**src/rtl/core/euler_totient_trial_division_top_macros.svh**
```systemverilog
// Assertion shorthands for the totient block. Both assume clk_i and rst_ni are in scope.
`ifndef EULER_TOTIENT_TRIAL_DIVISION_TOP_MACROS_SVH
`define EULER_TOTIENT_TRIAL_DIVISION_TOP_MACROS_SVH

// The consequent must hold in the same cycle as the antecedent.
`define ETTD_ASSERT_IMP(lbl, ante, cons, msg) \
  lbl: assert property (@(posedge clk_i) disable iff (!rst_ni) (ante) |-> (cons)) \
    else $error(msg);

// The consequent must hold in the cycle after the antecedent.
`define ETTD_ASSERT_NXT(lbl, ante, cons, msg) \
  lbl: assert property (@(posedge clk_i) disable iff (!rst_ni) (ante) |=> (cons)) \
    else $error(msg);

`endif

```
**src/rtl/core/ettd_ram.sv**
```systemverilog
`default_nettype none

module ettd_ram #(
  parameter int unsigned WIDTH = 8,
  parameter int unsigned DEPTH = 64
) (
  input  logic                     clk_i,
  input  logic                     we_i,
  input  logic [$clog2(DEPTH)-1:0] waddr_i,
  input  logic [WIDTH-1:0]         wdata_i,
  input  logic [$clog2(DEPTH)-1:0] raddr_i,
  output logic [WIDTH-1:0]         rdata_o
);

  logic [WIDTH-1:0] mem_q [DEPTH];
  logic [WIDTH-1:0] rdata_q;

  always_ff @(posedge clk_i) begin
    if (we_i) begin
      mem_q[waddr_i] <= wdata_i;
    end
    rdata_q <= mem_q[raddr_i];
  end

  assign rdata_o = rdata_q;

endmodule

`default_nettype wire

```
**config.mk**
```make
export PLATFORM = sky130hd
export DESIGN_NAME = ettd_ram
export DESIGN_NICKNAME = d
export VERILOG_FILES = /design/src/rtl/core/euler_totient_trial_division_top_macros.svh /design/src/rtl/core/ettd_ram.sv
export SDC_FILE = /design/constraint.sdc
export NUM_CORES = 1
export LEC_CHECK = 0
export BUFFER_PORTS_ARGS = -buffer_cell sky130_fd_sc_hd__buf_2
export CAP_MARGIN = 20
export CORE_MARGIN = 2
export CORE_UTILIZATION = 35
export CTS_BUF_LIST = sky130_fd_sc_hd__clkbuf_16
export CTS_CLUSTER_DIAMETER = 120
export DETAILED_ROUTE_END_ITERATION = 8
export GPL_TIMING_DRIVEN = 0
export PLACE_DENSITY = 0.57
export RECOVER_POWER = 100
export SYNTH_ARGS = -nofsm -noshare
export SYNTH_HDL_FRONTEND = slang
export SYNTH_SLANG_ARGS = --single-unit
```
**constraint.sdc**
```tcl
create_clock -name clk_i -period 1.95 [get_ports clk_i]
set_input_delay 0.39 -clock clk_i [delete_from_list [all_inputs] [get_ports clk_i]]
set_output_delay 0.39 -clock clk_i [all_outputs]
set_load 0.05 [all_outputs]
```
==> impl_metrics.csv <==
group,metric,value,unit
cells_and_area,fin_area,23500,µm²
drt,viasPerCell,5.41,
synth,synth_fp_nets,962,
floorplanning,core,56700,µm²
job,cap_violations,1,
clock_network,cts_buffers,52,
drt,drt_first_pass_iters,5,
drt,wl_met3,3310,µm
hold_path,min_from,"raddr_i[5]",
floorplanning,rows,87,
placed_design,place_congestion,0.827,
worst_setup_path,crit_required,2170,ps
cells_and_area,n_fill_cell,4940,
synth,yosysSeqAreaShare,77.0,%
synth,ys.warnings.count,0,
power_and_ir_drop,finalPower,23.5,mW
cells_and_area,final_cell_mix,"edfxtp_1 (512), mux4_2 (126), clkbuf_16 (53)",
timing,drv_slew,36,
drt,ant_nets,0,
synth,yosysTopAreaCell,"edfxtp_1",
clock_network,ctsHoldBuffers,0,
global_routing,grt_pass1_wl,71600,µm
worst_setup_path,startpoint_type,"input port",
placed_design,pre_cts_slack,-1420,ps
drt,route.met2.wl,23800,µm
floorplanning,dieWidth,244,µm
placed_design,portBuffers,21,
status,violations,"capacitance limit, slew limit, setup timing",
global_routing,grt_max_degree,65,
synth,synth_ff_type,"edfxtp_1",
placed_design,hpwl,31800,µm
timing,holdWs,316,ps
floorplanning,pin_count,30,
worst_setup_path,r2r-end,"rdata_o[1]",
drt,drc_errors,0,
global_routing,grt_antenna_before_repair,2,
timing,final.min_clock_period,2100,ps
clock_network,cts_buffer_depth,3,
power_and_ir_drop,powerDensity,1000,nW/µm²
hold_path,hp-class,"input port to flip-flop",
worst_setup_path,r2r_cells,5,
synth,async_flop_share,0,%
drt,vias,9876,
cells_and_area,areaGrowthSynthToFinish,16.4,%
floorplanning,die_h,244,µm
clock_network,worstSkewPairLatency,590,ps
power_and_ir_drop,max-vdd-ir-drop,0.714,mV
global_routing,grt-ovfl-total,0,
worst_setup_path,r2r_start,"mem_q[7][1]",
drt,drt-met1-wl,21800,µm
clock_network,cts_tree,"yes",
floorplanning,initial_core_util,35.6,%
timing,relSlewSlack,-8.21,%
hold_path,hold-path-cell-count,2,
worst_setup_path,path_cells,"clkbuf_1 > nor2b_1 > nand3_1 > nor2_2",
synth,synth-edff-count,512,
worst_setup_path,critPathArrivalTime,2320,ps
worst_setup_path,criticalPathCategory,"input port to flip-flop",
worst_setup_path,cp_slowest_cell,"nor2_2",
timing,clock_skew,18.1,ps
timing,fmax,475,MHz
synth,avgSynthCellArea,21.5,µm²
status,run_status,"finished with violations",
synth,syn_inst,940,
timing,fin_ws,-154,ps
drt,drt_iter0_drc,952,
cells_and_area,layout_commonest_cell,"edfxtp_1",
global_routing,grt_pass1_vias,10000,
timing,finalHoldViolations,0,
worst_setup_path,crit_path_end_kind,"flip-flop",
worst_setup_path,slowest_delay,730,ps
cells_and_area,drive_gt1_share,33.3,%
worst_setup_path,crit_fanout,10,
global_routing,grt_use_total,16.8,%
timing,fin_crit_sh,108,%
synth,synth.distinct_cells,40,
drt,wirelength,50200,µm
cells_and_area,layout.nets,1049,
synth,mappedNetlistArea,20200,µm²
synth,yosysTopAreaCellShare,76.2,%
synth,synth.top_cells.by_area,"edfxtp_1 (76%), mux4_2 (14%), nor2_1 (1.5%)",
cells_and_area,final_core_utilization,41.4,%
floorplanning,fp.dieArea,59600,µm²
synth,synth_seq_cells,520,
clock_network,cts_root_buffer,"clkbuf_16",
clock_network,clkTransAtPathRegs,50,ps
timing,setup_viol,206,
timing,grt_setup_unrepaired,"true",
clock_network,h-tree-depth,2,
power_and_ir_drop,leakagePower,7.22,nW
timing,worstMarginPinSlew,1620,ps
drt,wl_per_cell,27.5,µm
placed_design,place_area,21300,µm²
clock_network,cts.sinks,520,
drt,topRoutingLayerUsed,"met5",
hold_path,hold-path-endpoint,"rdata_o[3]",
worst_setup_path,reg2reg_slack,-60,ps
Yosys cell counts (6+ instances only):
library cell	n
nor2b_1	14
a221oi_1	6
mux2_2	13
buf_2	11
o221ai_1	8
dfxtp_1	8
edfxtp_1	512
nand3_1	13
clkbuf_1	17
mux4_2	126
nor2_1	83
nor3_1	7
mux2i_1	23
nand2b_1	7
buf_4	13
o22ai_1	8
nand2_1	19
registers in the layout, indices dropped and copies added (netlist names):
signal / flops
mem_q: 512
rdata_o: 8
layout make-up:
cell class,count,area [µm²],share of cell area (%)
sequential,520,15500,66.2
multi-input combinational,369,4800,20.5
clock buffer,53,1330,5.65
tap,756,946,4.03
buffer,51,410,1.75
clock inverter,42,303,1.29
timing repair buffer,33,156,0.666
antenna,1,2.50,0.0107
critical path: cells and delay by family:
family	cells	cell delay, ps
and+or+nand+nor	3	1570
buffers and inverters	1	350
timing repair:
action,in CTS,in global routing
pin swaps,2,7
resized for setup,104,49
setup buffers,1,1
setup endpoints to repair,296,321
where the power goes:
group          internal, mW  leakage [nW]  switching, mW
combinational         0.496          1.67          0.955
clock                  5.55         0.880           4.13
sequential             12.4          4.67         0.0238
stage by stage:
step                      std cells  TNS [ps]
final                          1825    -15490
after global routing           1824    -19880
after CTS                      1818     -6450
after floorplan                 940         0
after detailed placement       1722   -343240
after global placement         1717   -322670
layer usage:
layer	track usage (%)	up-vias
li1	-	4110
met1	23.6	5334
met2	26.6	350
met3	3.96	78
met4	4.36	4
met5	0	-
kinds of logic after synthesis:
logic type	Yosys count	share of synthesized area [%]
buffers and inverters	51	1.57
AO/OA/AOI/OAI	54	2.07
multiplexers	162	15.9
flip-flops	520	77.0
AND/OR/NAND/NOR	153	3.39
worst max path at each step:
stage                     from      endpoint  slack, ps
CTS                 waddr_i[1]  mem_q[31][4]       -210
detailed placement  raddr_i[2]    rdata_o[5]      -1420
finish              waddr_i[1]  mem_q[11][5]       -150
global placement    raddr_i[2]    rdata_o[3]      -1400
floorplan           raddr_i[0]    rdata_o[0]          2
global route        waddr_i[1]  mem_q[11][5]       -170
Power figures use the tool's default switching activity.
