===== config.mk =====
export PLATFORM = sky130hd
export DESIGN_NAME = ettd_div
export DESIGN_NICKNAME = d
export VERILOG_FILES = /design/src/rtl/core/euler_totient_trial_division_top_macros.svh /design/src/rtl/core/ettd_div.sv
export SDC_FILE = /design/constraint.sdc
export NUM_CORES = 1
export LEC_CHECK = 0
export BUFFER_PORTS_ARGS = -buffer_cell sky130_fd_sc_hd__buf_2
export CAP_MARGIN = 20
export CORE_MARGIN = 2
export CORE_UTILIZATION = 59
export CTS_CLUSTER_SIZE = 16
export DETAILED_ROUTE_END_ITERATION = 16
export GPL_TIMING_DRIVEN = 0
export PLACE_DENSITY = 0.86
export RECOVER_POWER = 50
export REMOVE_ABC_BUFFERS = 1
export SLEW_MARGIN = 20
export SYNTH_ARGS = -nofsm -noshare
export SYNTH_HDL_FRONTEND = slang
export SYNTH_SLANG_ARGS = --single-unit

===== constraint.sdc =====
create_clock -name clk_i -period 4.3 [get_ports clk_i]
set_clock_uncertainty 0.1 [all_clocks]
set_input_delay 0.215 -clock clk_i [delete_from_list [all_inputs] [get_ports clk_i]]
set_output_delay 0.215 -clock clk_i [all_outputs]
set_load 0.01 [all_outputs]

===== src/rtl/core/euler_totient_trial_division_top_macros.svh =====
// Assertion shorthands for the totient block. Both assume clk_i and rst_ni are in scope.
`ifndef EULER_TOTIENT_TRIAL_DIVISION_TOP_MACROS_SVH
`define EULER_TOTIENT_TRIAL_DIVISION_TOP_MACROS_SVH

// The consequent must hold in the same cycle as the antecedent.
`define ETTD_ASSERT_IMP(lbl, ante, cons, msg) \
  lbl: assert property (@(posedge clk_i) disable iff (!rst_ni) (ante) |-> (cons)) \
    else $error(msg);

// The consequent must hold in the cycle after the antecedent.
`define ETTD_ASSERT_NXT(lbl, ante, cons, msg) \
  lbl: assert property (@(posedge clk_i) disable iff (!rst_ni) (ante) |=> (cons)) \
    else $error(msg);

`endif


===== src/rtl/core/ettd_div.sv =====
`default_nettype none

module ettd_div #(
  parameter int unsigned WIDTH = 30
) (
  input  logic             clk_i,
  input  logic             rst_ni,
  input  logic             start_i,
  input  logic [WIDTH-1:0] dividend_i,
  input  logic [WIDTH-1:0] divisor_i,
  output logic             done_o,
  output logic [WIDTH-1:0] quot_o,
  output logic [WIDTH-1:0] rem_o
);

  localparam int unsigned CW = $clog2(WIDTH + 1);

  logic             busy_q, busy_d;
  logic             done_q, done_d;
  logic [CW-1:0]    cnt_q, cnt_d;
  logic [WIDTH-1:0] rem_q, rem_d;
  logic [WIDTH-1:0] quo_q, quo_d;
  logic [WIDTH-1:0] dvs_q, dvs_d;
  logic [WIDTH:0]   shifted;
  logic [WIDTH:0]   diff;
  logic             fits;

  // One quotient bit per cycle by restoring division.
  assign shifted = {rem_q, quo_q[WIDTH-1]};
  assign fits    = (shifted >= {1'b0, dvs_q});
  assign diff    = shifted - {1'b0, dvs_q};

  always_comb begin
    busy_d = busy_q;
    done_d = 1'b0;
    cnt_d  = cnt_q;
    rem_d  = rem_q;
    quo_d  = quo_q;
    dvs_d  = dvs_q;
    if (start_i) begin
      busy_d = 1'b1;
      cnt_d  = CW'(WIDTH);
      rem_d  = '0;
      quo_d  = dividend_i;
      dvs_d  = divisor_i;
    end else if (busy_q) begin
      rem_d = fits ? diff[WIDTH-1:0] : shifted[WIDTH-1:0];
      quo_d = {quo_q[WIDTH-2:0], fits};
      cnt_d = cnt_q - CW'(1);
      if (cnt_q == CW'(1)) begin
        busy_d = 1'b0;
        done_d = 1'b1;
      end
    end
  end

  always_ff @(posedge clk_i or negedge rst_ni) begin
    if (!rst_ni) begin
      busy_q <= 1'b0;
      done_q <= 1'b0;
      cnt_q  <= '0;
    end else begin
      busy_q <= busy_d;
      done_q <= done_d;
      cnt_q  <= cnt_d;
    end
  end

  always_ff @(posedge clk_i) begin
    rem_q <= rem_d;
    quo_q <= quo_d;
    dvs_q <= dvs_d;
  end

  assign done_o = done_q;
  assign quot_o = quo_q;
  assign rem_o  = rem_q;

endmodule

`default_nettype wire

==> results of run 1 <==
==> per-stage QoR <==
| step | hold slack [ns] | std cells |
|---|---|---|
| after floorplan | -0.181 | 516 |
| after CTS | 0.0185 | 800 |
| after detailed placement | -0.0464 | 753 |
| after global placement | -0.0494 | 750 |
| after global routing | 0.0143 | 800 |
| final | 0.0345 | 800 |
==> area by class of cell <==
class	count	area, um2	share of cell area (%)
Timing Repair Buffer	157	972	14.4
Clock buffer	11	151	2.24
Multi-Input combinational cell	379	2730	40.3
Sequential cell	97	2580	38.1
Clock inverter	5	43.8	0.648
Inverter	40	151	2.24
Tap cell	111	139	2.05
==> per-layer routing <==
layer	track usage [%]	vias up
met2	47.1	226
li1	-	2274
met3	7.14	25
met5	0	-
met4	11.7	0
met1	36.6	2193
==> cell usage after synthesis (3+ instances only) <==
cell type  instances  area share [%]
a31oi_1            7            0.79
o21a_1             3            0.41
dfxtp_1           30              11
a21oi_1           45             4.1
dfrtp_1            7             3.2
mux2_2            29             5.9
a22o_1             4            0.63
a21o_1            10             1.4
clkbuf_1          14            0.95
nand3_1            8            0.72
a211oi_1          11             1.5
buf_2              8            0.72
nor2_1            45             3.0
xor2_1            14             2.2
a311o_1            3            0.54
nand2b_1           9             1.0
nand4_1            6            0.68
ha_1              33             7.4
nor3_1             8            0.72
mux2i_1            3            0.54
edfxtp_1          60              32
and3_1             4            0.45
o311ai_1           3            0.47
o21ai_1            4            0.36
o211ai_1           4            0.54
o21ai_0           28             2.5
xnor2_1           16             2.5
nand2_1           35             2.4
inv_1             39             2.6
nand3b_1           4            0.54
a32oi_1            3            0.47
==> flip-flops by register name, summed over array words and instances, names as in the netlist <==
register,flops
rem_o,30
quot_o,30
dvs_q,30
done_o,1
busy_q,1
cnt_q,5
==> what timing repair did <==
item                                    CTS  global route
endpoints found under the setup margin    0             0
hold endpoints to repair                 37             0
setup buffers                             0             0
hold buffers                             31             0
==> worst max-delay path: cells and delay by family (launching register included) <==
kind	cells	cell delay (ns)
AOI/OAI and AO/OA	7	1.64
adders and majority gates	2	0.56
DFF	1	0.42
xor gates and xnor gates	1	0.18
buffers and inverters	2	0.15
==> cells by family after synthesis <==
logic type	share of synthesized area, %
adders and majority gates	7.79
and+or+nand+nor	11.9
AOI/OAI and AO/OA	17.9
buffers and inverters	4.84
DFF	46.4
muxes	6.42
xor gates and xnor gates	4.73
==> layout by cell type, fill, tap and decap left out, types with 3 or more instances in the layout <==
master,n
nand2_1,35
dfxtp_1,30
nand3b_1,4
buf_2,104
clkbuf_8,11
a31oi_1,7
nor3_1,8
o21ai_0,28
o21ai_1,4
a21o_1,10
nand2b_1,9
a21oi_1,45
nor2_1,44
nand3_1,8
inv_1,38
xor2_1,14
a311o_1,3
nand4_1,6
xnor2_1,16
ha_1,33
mux2_2,28
edfxtp_1,60
o311ai_1,3
and3_1,4
clkbuf_1,19
o211ai_1,4
mux2i_1,3
a22o_1,4
a32oi_1,3
dfrtp_1,6
dlygate4sd3_1,31
o21a_1,3
a211oi_1,11
==> worst max-delay path by stage <==
stage	endpoint	cells past startpoint	start
final	rem_o[26]$_SDFFE_PP0P_	12	quot_o[29]$_DFFE_PP_
after global routing	rem_o[26]$_SDFFE_PP0P_	12	quot_o[29]$_DFFE_PP_
after CTS	rem_o[15]$_SDFFE_PP0P_	11	dvs_q[14]$_DFFE_PP_
after detailed placement	rem_o[15]$_SDFFE_PP0P_	11	dvs_q[14]$_DFFE_PP_
after global placement	rem_o[27]$_SDFFE_PP0P_	10	dvs_q[14]$_DFFE_PP_
after floorplan	rem_o[15]$_SDFFE_PP0P_	9	rem_o[3]$_SDFFE_PP0P_
==> power by group through the flow <==
stage          Combinational [mW]  Clock (mW)  Sequential (mW)
2_1_floorplan               0.943           0             1.32
3_3_place_gp                 1.36           0             1.28
3_5_place_dp                 1.45           0             1.29
4_1_cts                      1.48       0.609             1.27
5_1_grt                      1.64       0.635             1.29
6_report                     1.50       0.601             1.27
==> key figures, run 1 <==
Status
  – Status: finished, final reports clean

Floorplanning
  – Die X: 101 um
  – Initial core utilization: 60.4%
  – Num ports: 124
  – Die ar.: 10200 um2
  – Core Region: 9200 um2
  – Site row count: 35
  – DIE HEIGHT: 101 um

Power and ir drop
  – Pint: 2.03 mW
  – Reg power frac: 37.8%
  – Peak supply drop: 308 uV
  – PwrDens: 498 nW/um2
  – Combinational share of power: 44.4%
  – Design Power: 3.37 mW
  – Psw: 1.34 mW
  – Sw Ratio: 39.7%
  – Leakage: 2.93 nW
  – Clk pwr share: 17.8%

Critical path
  – R2R setup slack: 1.12 ns
  – CP Data Arrival Time: 3.34 ns
  – CP Class: register to register
  – R2r startpoint: quot_o[29]$_DFFE_PP_
  – Crit-path most repeated cell: inv_1
  – Crit-path cells: inv_1 > ha_1 > inv_1 > fa_1 > a21o_1 > a221oi_1 > o211a_1 > o41a_1 > o21a_1 > o41ai_4 > xnor2_1 > o21ai_1
  – Critical Path End Type: register
  – Worst R2R End: rem_o[26]$_SDFFE_PP0P_
  – WP data required: 4.45 ns
  – Critical path's slowest cell: a221oi_1
  – CP max stage delay: 0.54 ns
  – FF-to-FF path depth: 12
  – CP max FO: 3
  – Critical path launch point type: register

CTS
  – Worst-Skew Late Latency: 0.38 ns
  – Clock-pin slew on the worst setup and hold paths: 0.10 ns
  – CTS tree: done
  – H-tree levels: 3
  – Post-CTS Resized: 0
  – TritonCTS Buffers: 9
  – Clock Tree Buf Depth: 2
  – Root Driver: clkbuf_8
  – Clock Sinks: 97

Routing
  – Total number of vias: 4718
  – Top Layer Used: met4
  – Drt pass-1 iters: 5
  – Final WL: 14200 um
  – Vias per Instance: 5.90
  – WL per Instance: 17.8 um
  – DR DRC count: 0
  – Antenna viol nets, final: 0
  – M1 wire length: 6170 um
  – Routed wl met2: 6700 um
  – Initial DRC count: 333
  – DR WL met3: 1020 um

STA
  – Fmax: 314 MHz
  – Worst slew margin: 0.971%
  – Pins over their slew limit: 0
  – Final setup fails: 0
  – Tightest Pin Transition: 1.49 ns
  – Fin crit share: 74.0%
  – Final hold violations: 0
  – Crit path time final: 3.18 ns
  – RSZ-0062 raised after global routing: no
  – Setup TNS: 0 ns
  – Final setup margin: 1.12 ns

Cells and area
  – Post-Route Utilization: 73.5%
  – Area grow syn2layout: 21.7%
  – Share of layout cells above drive strength 1: 24.1%
  – Post-route cell area: 6760 um2
  – Fill cells: 657
  – Total inserted antenna cells: 0
  – Layout Nets: 781

Logic synthesis
  – Post-synth cell types: 64
  – Syn avg cell area: 10.2 um2
  – Sequential area share after synthesis: 46.4%
  – Top_reg_cell synth: edfxtp_1
  – EDFF count, synth: 60
  – Share of flip-flops with an asynchronous set or reset: 7.22%
  – Post-Syn Instances: 543
  – Post-synthesis cell area: 5560 um2
  – Seq cells post-synth: 97
  – Ys Warns: 0

Placement
  – DP HPWL: 9950 um
  – Worst slack, placed: 1.24 ns
  – GPL Wtd Cong: 0.911
  – PortBufs: 123
  – Post-DP Area: 6280 um2

Worst hold path
  – Hold Crit Depth: 2
  – Tightest Hold Check Type: input port to register
  – Min-delay src: dividend_i[23]
  – Worst Hold Path EP: quot_o[23]$_DFFE_PP_

Global route
  – Largest net degree at the start of global routing: 63
  – Global Route Usage Sum: 28.8%
  – Initial antenna violation count: 0
  – Total congestion overflow: 0
  – First-pass GRT wire length: 22700 um
  – Number of global-route vias before repair: 4647

Job
  – MaxCap Viol Count: 0
Power figures use the tool's default switching activity.
==> run 2, diff against run 1 <==
Settings changed: CORE_UTILIZATION 59 to 55, PLACE_DENSITY 0.86 to 0.81.
Clock period 4.3 ns to 3.05 ns, I/O delays scaled along.
==> run 2 against run 1 <==
The flow now finishes with violations (capacitance limit, slew limit). Combinational power rose by 49%. Sequential share of layout area fell by 2.7 points. Clock-buffer cell count fell by 2. Clock power rose by 46%. Die area rose by 7.0%. Routed wire length fell by 1.1%. Final cell count rose by 7.0%. Global-route usage fell by 2.6 points. Largest cell class unchanged.
==> key figures, run 2 (synthesized netlist as in run 1, its figures left out) <==
Status
  – Status: complete, but fails checks
  – Failing checks: capacitance limit, slew limit

Cells and area
  – Commonest non-fill, non-tap cells in the layout: 97 x buf_2, 60 x edfxtp_1, 60 x dlygate4sd3_1, 44 x nor2_1, 43 x a21oi_1
  – Fill cells: 716 (+9.0%)
  – Area grow syn2layout: 30.9%
  – Storage cell area: 2580 um2 (unchanged)
  – Total inserted antenna cells: 0 (unchanged)
  – Commonest non-fill, non-tap cell in the layout: buf_2
  – Area of the multi-input gates: 2880 um2 (+5.6%)
  – Fin cells: 856 (+7.0%)
  – Share of layout cells above drive strength 1: 24.9% (+0.80 points)
  – Layout Nets: 815 (+4.4%)
  – Post-Route Utilization: 74.4% (+0.85 points)

Routing
  – Antenna viol nets, final: 0 (unchanged)
  – DR DRC count: 0 (unchanged)
  – Initial DRC count: 268 (-20%)
  – Final WL: 14100 um (-1.1%)
  – Drt pass-1 iters: 4 (-1)
  – Total number of vias: 4802 (+1.8%)
  – Vias per Instance: 5.61 (-4.9%)
  – WL per Instance: 16.4 um (-7.6%)

CTS
  – H-tree levels: 3 (unchanged)
  – Clock Tree Buf Depth: 2 (unchanged)
  – Clock-pin slew on the worst setup and hold paths: 0.10 ns (about the same)
  – Root Driver: clkbuf_8
  – TritonCTS Buffers: 9 (unchanged)
  – Worst-Skew Late Latency: 0.37 ns (about the same)
  – Clock Sinks: 97 (unchanged)
  – CTS tree: done

STA
  – Setup TNS: 0 ns (unchanged)
  – Fin crit share: 97.7% (+24 points)
  – Final setup margin: 0.0707 ns (-1.05 ns)
  – Pins over their slew limit: 31 (+31)
  – RSZ-0062 raised after global routing: yes
  – Worst slew margin: -12.1% (-13 points)
  – Final hold violations: 0 (unchanged)
  – Fmax: 336 MHz (+6.9%)
  – Tightest Pin Transition: 1.68 ns (+0.195 ns)
  – Final setup fails: 0 (unchanged)
  – Crit path time final: 2.98 ns (-0.204 ns)

Floorplanning
  – Die X: 105 um (+3.4%)
  – Site row count: 36 (+2.9%)
  – DIE HEIGHT: 105 um (+3.4%)
  – Core Region: 9770 um2 (+6.3%)
  – Num ports: 124 (unchanged)
  – Initial core utilization: 56.8% (-3.6 points)
  – Die ar.: 10900 um2 (+7.0%)

Global route
  – Total congestion overflow: 0 (unchanged)
  – Largest net degree at the start of global routing: 59 (-6.3%)
  – Number of global-route vias before repair: 4790 (+3.1%)
  – First-pass GRT wire length: 23000 um (+1.2%)
  – Initial antenna violation count: 0 (unchanged)
  – Global Route Usage Sum: 26.1% (-2.6 points)

Power and ir drop
  – Reg power frac: 36.8% (-1.0 points)
  – PwrDens: 677 nW/um2 (+36%)
  – Sw Ratio: 38.9% (-0.73 points)
  – Leakage: 3.07 nW (+4.7%)
  – Peak supply drop: 342 uV (+11%)
  – Combinational share of power: 45.4% (+1.0 points)
  – Psw: 1.92 mW (+43%)
  – Design Power: 4.92 mW (+46%)
  – Pint: 3.01 mW (+48%)
  – Clk pwr share: 17.8% (about the same)

Critical path
  – Crit-path most repeated cell: inv_1
  – CP max FO: 3 (unchanged)
  – CP Buf/Inv Count: 2 (unchanged)
  – CP max stage delay: 0.43 ns (-0.11 ns)
  – Delay-heaviest family, CP: compound AO/OA/AOI/OAI gates
  – Critical Path End Type: register
  – WP data required: 3.18 ns (-1.27 ns)
  – Critical path's slowest cell: edfxtp_1
  – CP Data Arrival Time: 3.11 ns (-0.23 ns)
  – Crit-path cells: inv_1 > ha_1 > inv_1 > fa_1 > a21o_1 > a221o_1 > a21oi_2 > o211a_1 > nor2_1 > or4b_1 > nor4b_4 > o22ai_1
  – Critical path launch point type: register
  – CP Class: register to register

Placement
  – DP Cell Count: 775 (+2.9%)
  – GPL Wtd Cong: 0.932 (+2.3%)
  – DP HPWL: 9380 um (-5.8%)
  – PortBufs: 123 (unchanged)
  – Worst slack, placed: -0.0582 ns (-1.29 ns)

Job
  – MaxCap Viol Count: 1 (+1)

Worst hold path
  – Tightest Hold Check Type: input port to register
[run 2: per-layer routing]
layer	track usage [%]	vias to the layer above	part of all wire, %
li1	-	2339	-
met1	33.6	2273	43
met4	8.11	0	1.5
met3	6.27	18	6.9
met2	43.6	172	49
met5	0	-	0
[run 2: power by group through the flow]
stage	logic, mW	clock network, mW	registers [mW]
final	2.23	0.879	1.81
after global routing	2.46	0.943	1.84
after CTS	2.11	0.893	1.79
after detailed placement	2.01	0	1.82
after global placement	1.91	0	1.81
after floorplan	1.33	0	1.86
[run 2: layout make-up]
cell class | instances | area share, %
Multi-Input combinational cell | 379 | 39.6
Sequential cell | 97 | 35.5
Timing Repair Buffer | 191 | 17.8
Tap cell | 133 | 2.29
Inverter | 40 | 2.10
Clock buffer | 9 | 1.70
Clock inverter | 7 | 1.07
[run 2: what timing repair did]
item                                    4_1_cts  5_1_grt
resized for setup                             3       27
setup buffers                                 2        2
hold endpoints to repair                     66        0
hold buffers                                 60        0
pin swaps                                     1        7
endpoints found under the setup margin       10       17
[run 2: through the flow]
stage | instance area (um2) | hold slack [ns]
6_report | 7270 | 0.0246
4_1_cts | 7140 | 0.00278
2_1_floorplan | 5440 | -0.243
3_3_place_gp | 6220 | -0.108
5_1_grt | 7270 | 0.00280
3_5_place_dp | 6310 | -0.103
[run 2: worst paths after layout]
| path | endpoint | slack [ns] | start | depth (start not counted) |
|---|---|---|---|---|
| max | rem_o[28]$_SDFFE_PP0P_ | 0.07 | quot_o[29]$_DFFE_PP_ | 12 |
| min | quot_o[13]$_DFFE_PP_ | 0.02 | dividend_i[13] | 2 |
| max reg2reg | rem_o[28]$_SDFFE_PP0P_ | 0.07 | quot_o[29]$_DFFE_PP_ | 12 |
| min reg2reg | rem_o[7]$_SDFFE_PP0P_ | 0.43 | rem_o[7]$_SDFFE_PP0P_ | 2 |
| max in group asynchronous | busy_q$_DFF_PN0_ | 2.42 | rst_ni | 2 |
| min in group asynchronous | cnt_q[0]$_DFFE_PN0P_ | 0.12 | rst_ni | 2 |
==> run 3, diff against run 2 <==
Settings changed: ABC_AREA set to 1, CORE_UTILIZATION 55 to 40, PLACE_DENSITY 0.81 to unset.
==> run 3 against run 2 <==
The run now ends clean. Largest cell class unchanged. Clock-buffer cell count did not move. Critical path depth fell by 1. Highest routed layer unchanged. Power increased by 27%.
==> key figures, run 3 <==
Status
  – Status: finished, final reports clean

Routing
  – WL per Instance: 13.2 um (-20%)
  – Final WL: 16800 um (+19%)
  – Antenna viol nets, final: 0 (unchanged)
  – Vias per Instance: 4.62 (-18%)
  – Drt pass-1 iters: 5 (+1)
  – Total number of vias: 5901 (+23%)
  – Initial DRC count: 247 (-7.8%)
  – DR DRC count: 0 (unchanged)

Cells and area
  – Fill cells: 1527 (+110%)
  – Area of the multi-input gates: 3080 um2 (+7.0%)
  – Layout Nets: 1159 (+42%)
  – Commonest non-fill, non-tap cells in the layout: 343 x nand2_1, 133 x inv_1, 78 x nor2_1, 76 x buf_2, 68 x nand3_1
  – Share of layout cells above drive strength 1: 10.9% (-14 points)
  – Post-Route Utilization: 51.7% (-23 points)
  – Area grow syn2layout: 26.1%
  – Commonest non-fill, non-tap cell in the layout: nand2_1
  – Storage cell area: 2580 um2 (about the same)
  – Total inserted antenna cells: 0 (unchanged)

Power and ir drop
  – Psw: 2.88 mW (+50%)
  – Reg power frac: 29.9% (-6.9 points)
  – Leakage: 4.02 nW (+31%)
  – Peak supply drop: 387 uV (+13%)
  – Combinational share of power: 52.1% (+6.7 points)
  – PwrDens: 796 nW/um2 (+17%)
  – Clk pwr share: 18.1% (+0.3 points)
  – Sw Ratio: 45.9% (+7.0 points)
  – Pint: 3.40 mW (+13%)

Critical path
  – CP Buf/Inv Count: 1 (-1)
  – CP max stage delay: 0.49 ns (+0.06 ns)
  – CP Data Arrival Time: 2.88 ns (-0.23 ns)
  – CP Class: register to register
  – Worst R2R End: rem_o[12]$_SDFFE_PP0P_
  – FF-to-FF path depth: 11 (-1)
  – Crit-path cells: ha_1 > nand2_1 > inv_1 > a21oi_1 > nand2_1 > a21oi_1 > nand3_4 > nor2_1 > nor2_1 > nand2_1 > nand2_1
  – Cell depth of the worst setup path: 11 (-1)
  – Worst setup path end: rem_o[12]$_SDFFE_PP0P_
  – Critical path's slowest cell: nand3_4
  – R2R setup slack: 0.32 ns (+0.25 ns)
  – R2r startpoint: rem_o[20]$_SDFFE_PP0P_
  – Critical Path End Type: register
  – WP data required: 3.21 ns (+0.03 ns)
  – Critical path launch point type: register
  – Delay-heaviest family, CP: simple AND/OR/NAND/NOR gates
  – Worst Setup SP: rem_o[20]$_SDFFE_PP0P_
  – CP max FO: 49 (+46)
  – Crit-path most repeated cell: nand2_1

Logic synthesis
  – EDFF count, synth: 60 (unchanged)
  – Syn avg cell area: 7.06 um2 (-31%)
  – Count leader, synth: nand2_1
  – Ys Warns: 0 (unchanged)
  – Share of flip-flops with an asynchronous set or reset: 7.22% (unchanged)
  – Top cells by count, synth: 343 x nand2_1, 133 x inv_1, 80 x nor2_1
  – Top_reg_cell synth: edfxtp_1
  – Leading area contributor after synthesis: edfxtp_1
  – Post-synthesis cell area: 6250 um2 (+13%)
  – Seq cells post-synth: 97 (unchanged)
  – Post-synth cell types: 39 (-39%)
  – Top-area cell type share of the netlist area: 28.8% (-3.6 points)
  – Synth area leaders: edfxtp_1 29%, nand2_1 21%, dfxtp_1 9.6%
  – Post-Syn Instances: 886 (+63%)
  – Sequential area share after synthesis: 41.2% (-5.2 points)

CTS
  – Worst-Skew Late Latency: 0.37 ns (about the same)
  – H-tree levels: 3 (unchanged)
  – Clock-pin slew on the worst setup and hold paths: 0.08 ns (-0.02 ns)
  – Clock Tree Buf Depth: 2 (unchanged)
  – TritonCTS Buffers: 9 (unchanged)
  – Root Driver: clkbuf_16
  – Clock Sinks: 97 (unchanged)
  – CTS tree: done

Global route
  – Initial antenna violation count: 0 (unchanged)
  – Total congestion overflow: 0 (unchanged)
  – First-pass GRT wire length: 27300 um (+19%)
  – Largest net degree at the start of global routing: 65 (+10%)
  – Global Route Usage Sum: 21.0% (-5.1 points)
  – Number of global-route vias before repair: 5523 (+15%)

Floorplanning
  – DIE HEIGHT: 129 um (+23%)
  – Core Region: 15300 um2 (+56%)
  – Initial core utilization: 41.0% (-16 points)
  – Die X: 129 um (+23%)
  – Num ports: 124 (unchanged)
  – Site row count: 45 (+25%)
  – Die ar.: 16700 um2 (+52%)

STA
  – Fin crit share: 89.4% (-8.3 points)
  – Crit path time final: 2.73 ns (-0.254 ns)
  – RSZ-0062 raised after global routing: no
  – Pins over their slew limit: 0 (-100%)
  – Final setup fails: 0 (unchanged)
  – Setup TNS: 0 ns (unchanged)
  – Fmax: 367 MHz (+9.3%)
  – Worst slew margin: 35.4% (+47 points)
  – Tightest Pin Transition: 0.964 ns (-0.717 ns)
  – Final hold violations: 0 (unchanged)

Placement
  – PortBufs: 123 (unchanged)
  – DP HPWL: 12200 um (+30%)
  – GPL Wtd Cong: 0.943 (+1.2%)

Job
  – MaxCap Viol Count: 0 (-1)

Worst hold path
  – Tightest Hold Check Type: input port to register
run 3: cells by family after synthesis:
family | synth area share, %
flops | 41.2
buf+inv | 9.84
simple gates | 35.7
fa+ha+maj | 6.92
xor+xnor | 1.96
compound gates | 4.38
run 3: worst min-delay path by stage:
stage,slack (ns),cells after the start,to,from
final,0.05,3,quot_o[0]$_DFFE_PP_,dividend_i[0]
after floorplan,-0.24,0,busy_q$_DFF_PN0_,rst_ni
after global routing,0.05,3,quot_o[0]$_DFFE_PP_,dividend_i[0]
after CTS,0.03,3,quot_o[0]$_DFFE_PP_,dividend_i[0]
after global placement,-0.11,1,done_o$_DFF_PN0_,rst_ni
after detailed placement,-0.10,1,done_o$_DFF_PN0_,rst_ni
run 3: stage by stage:
stage	hold WS (ns)	setup WS (ns)	instances	instance area (um2)	total power, mW
floorplan	-0.243	0.177	868	6160	4.19
global placement	-0.105	-2.12	1202	7040	5.13
detailed placement	-0.105	-0.0323	1202	7050	5.14
CTS	0.0263	0.304	1278	7940	6.36
global route	0.0488	0.00186	1278	7890	6.86
finish	0.0472	0.324	1278	7890	6.28
run 3: layout make-up:
type | instances | area share, %
Timing Repair Buffer | 183 | 14.7
Tap cell | 211 | 3.35
Sequential cell | 97 | 32.7
Clock inverter | 7 | 0.762
Clock buffer | 9 | 2.86
Multi-Input combinational cell | 633 | 39.0
Inverter | 138 | 6.58
run 3: timing repair:
action                                  4_1_cts  5_1_grt
gates resized for setup                       1        0
endpoints found under the hold margin        66        0
buffers inserted                              0        0
hold buffers                                 60        0
endpoints found under the setup margin        2        0
run 3: tightest hold or removal path: stages:
cell and delay, ns:
buf_2 0.07, nor2_1 0.03, a31oi_1 0.12
run 3: power by group through the flow:
stage,clock network [mW],registers [mW],logic [mW]
after floorplan,0,1.96,2.22
after global placement,0,1.89,3.24
after detailed placement,0,1.90,3.24
after CTS,1.17,1.87,3.31
after global routing,1.23,1.92,3.72
final,1.13,1.87,3.27
run 3: per-layer routing:
layer,track usage (%),wire (um),vias up
met4,6.52,262,0
li1,-,-,3128
met5,0,0,-
met2,32.8,7390,139
met1,29.3,8150,2616
met3,4.67,1000,18
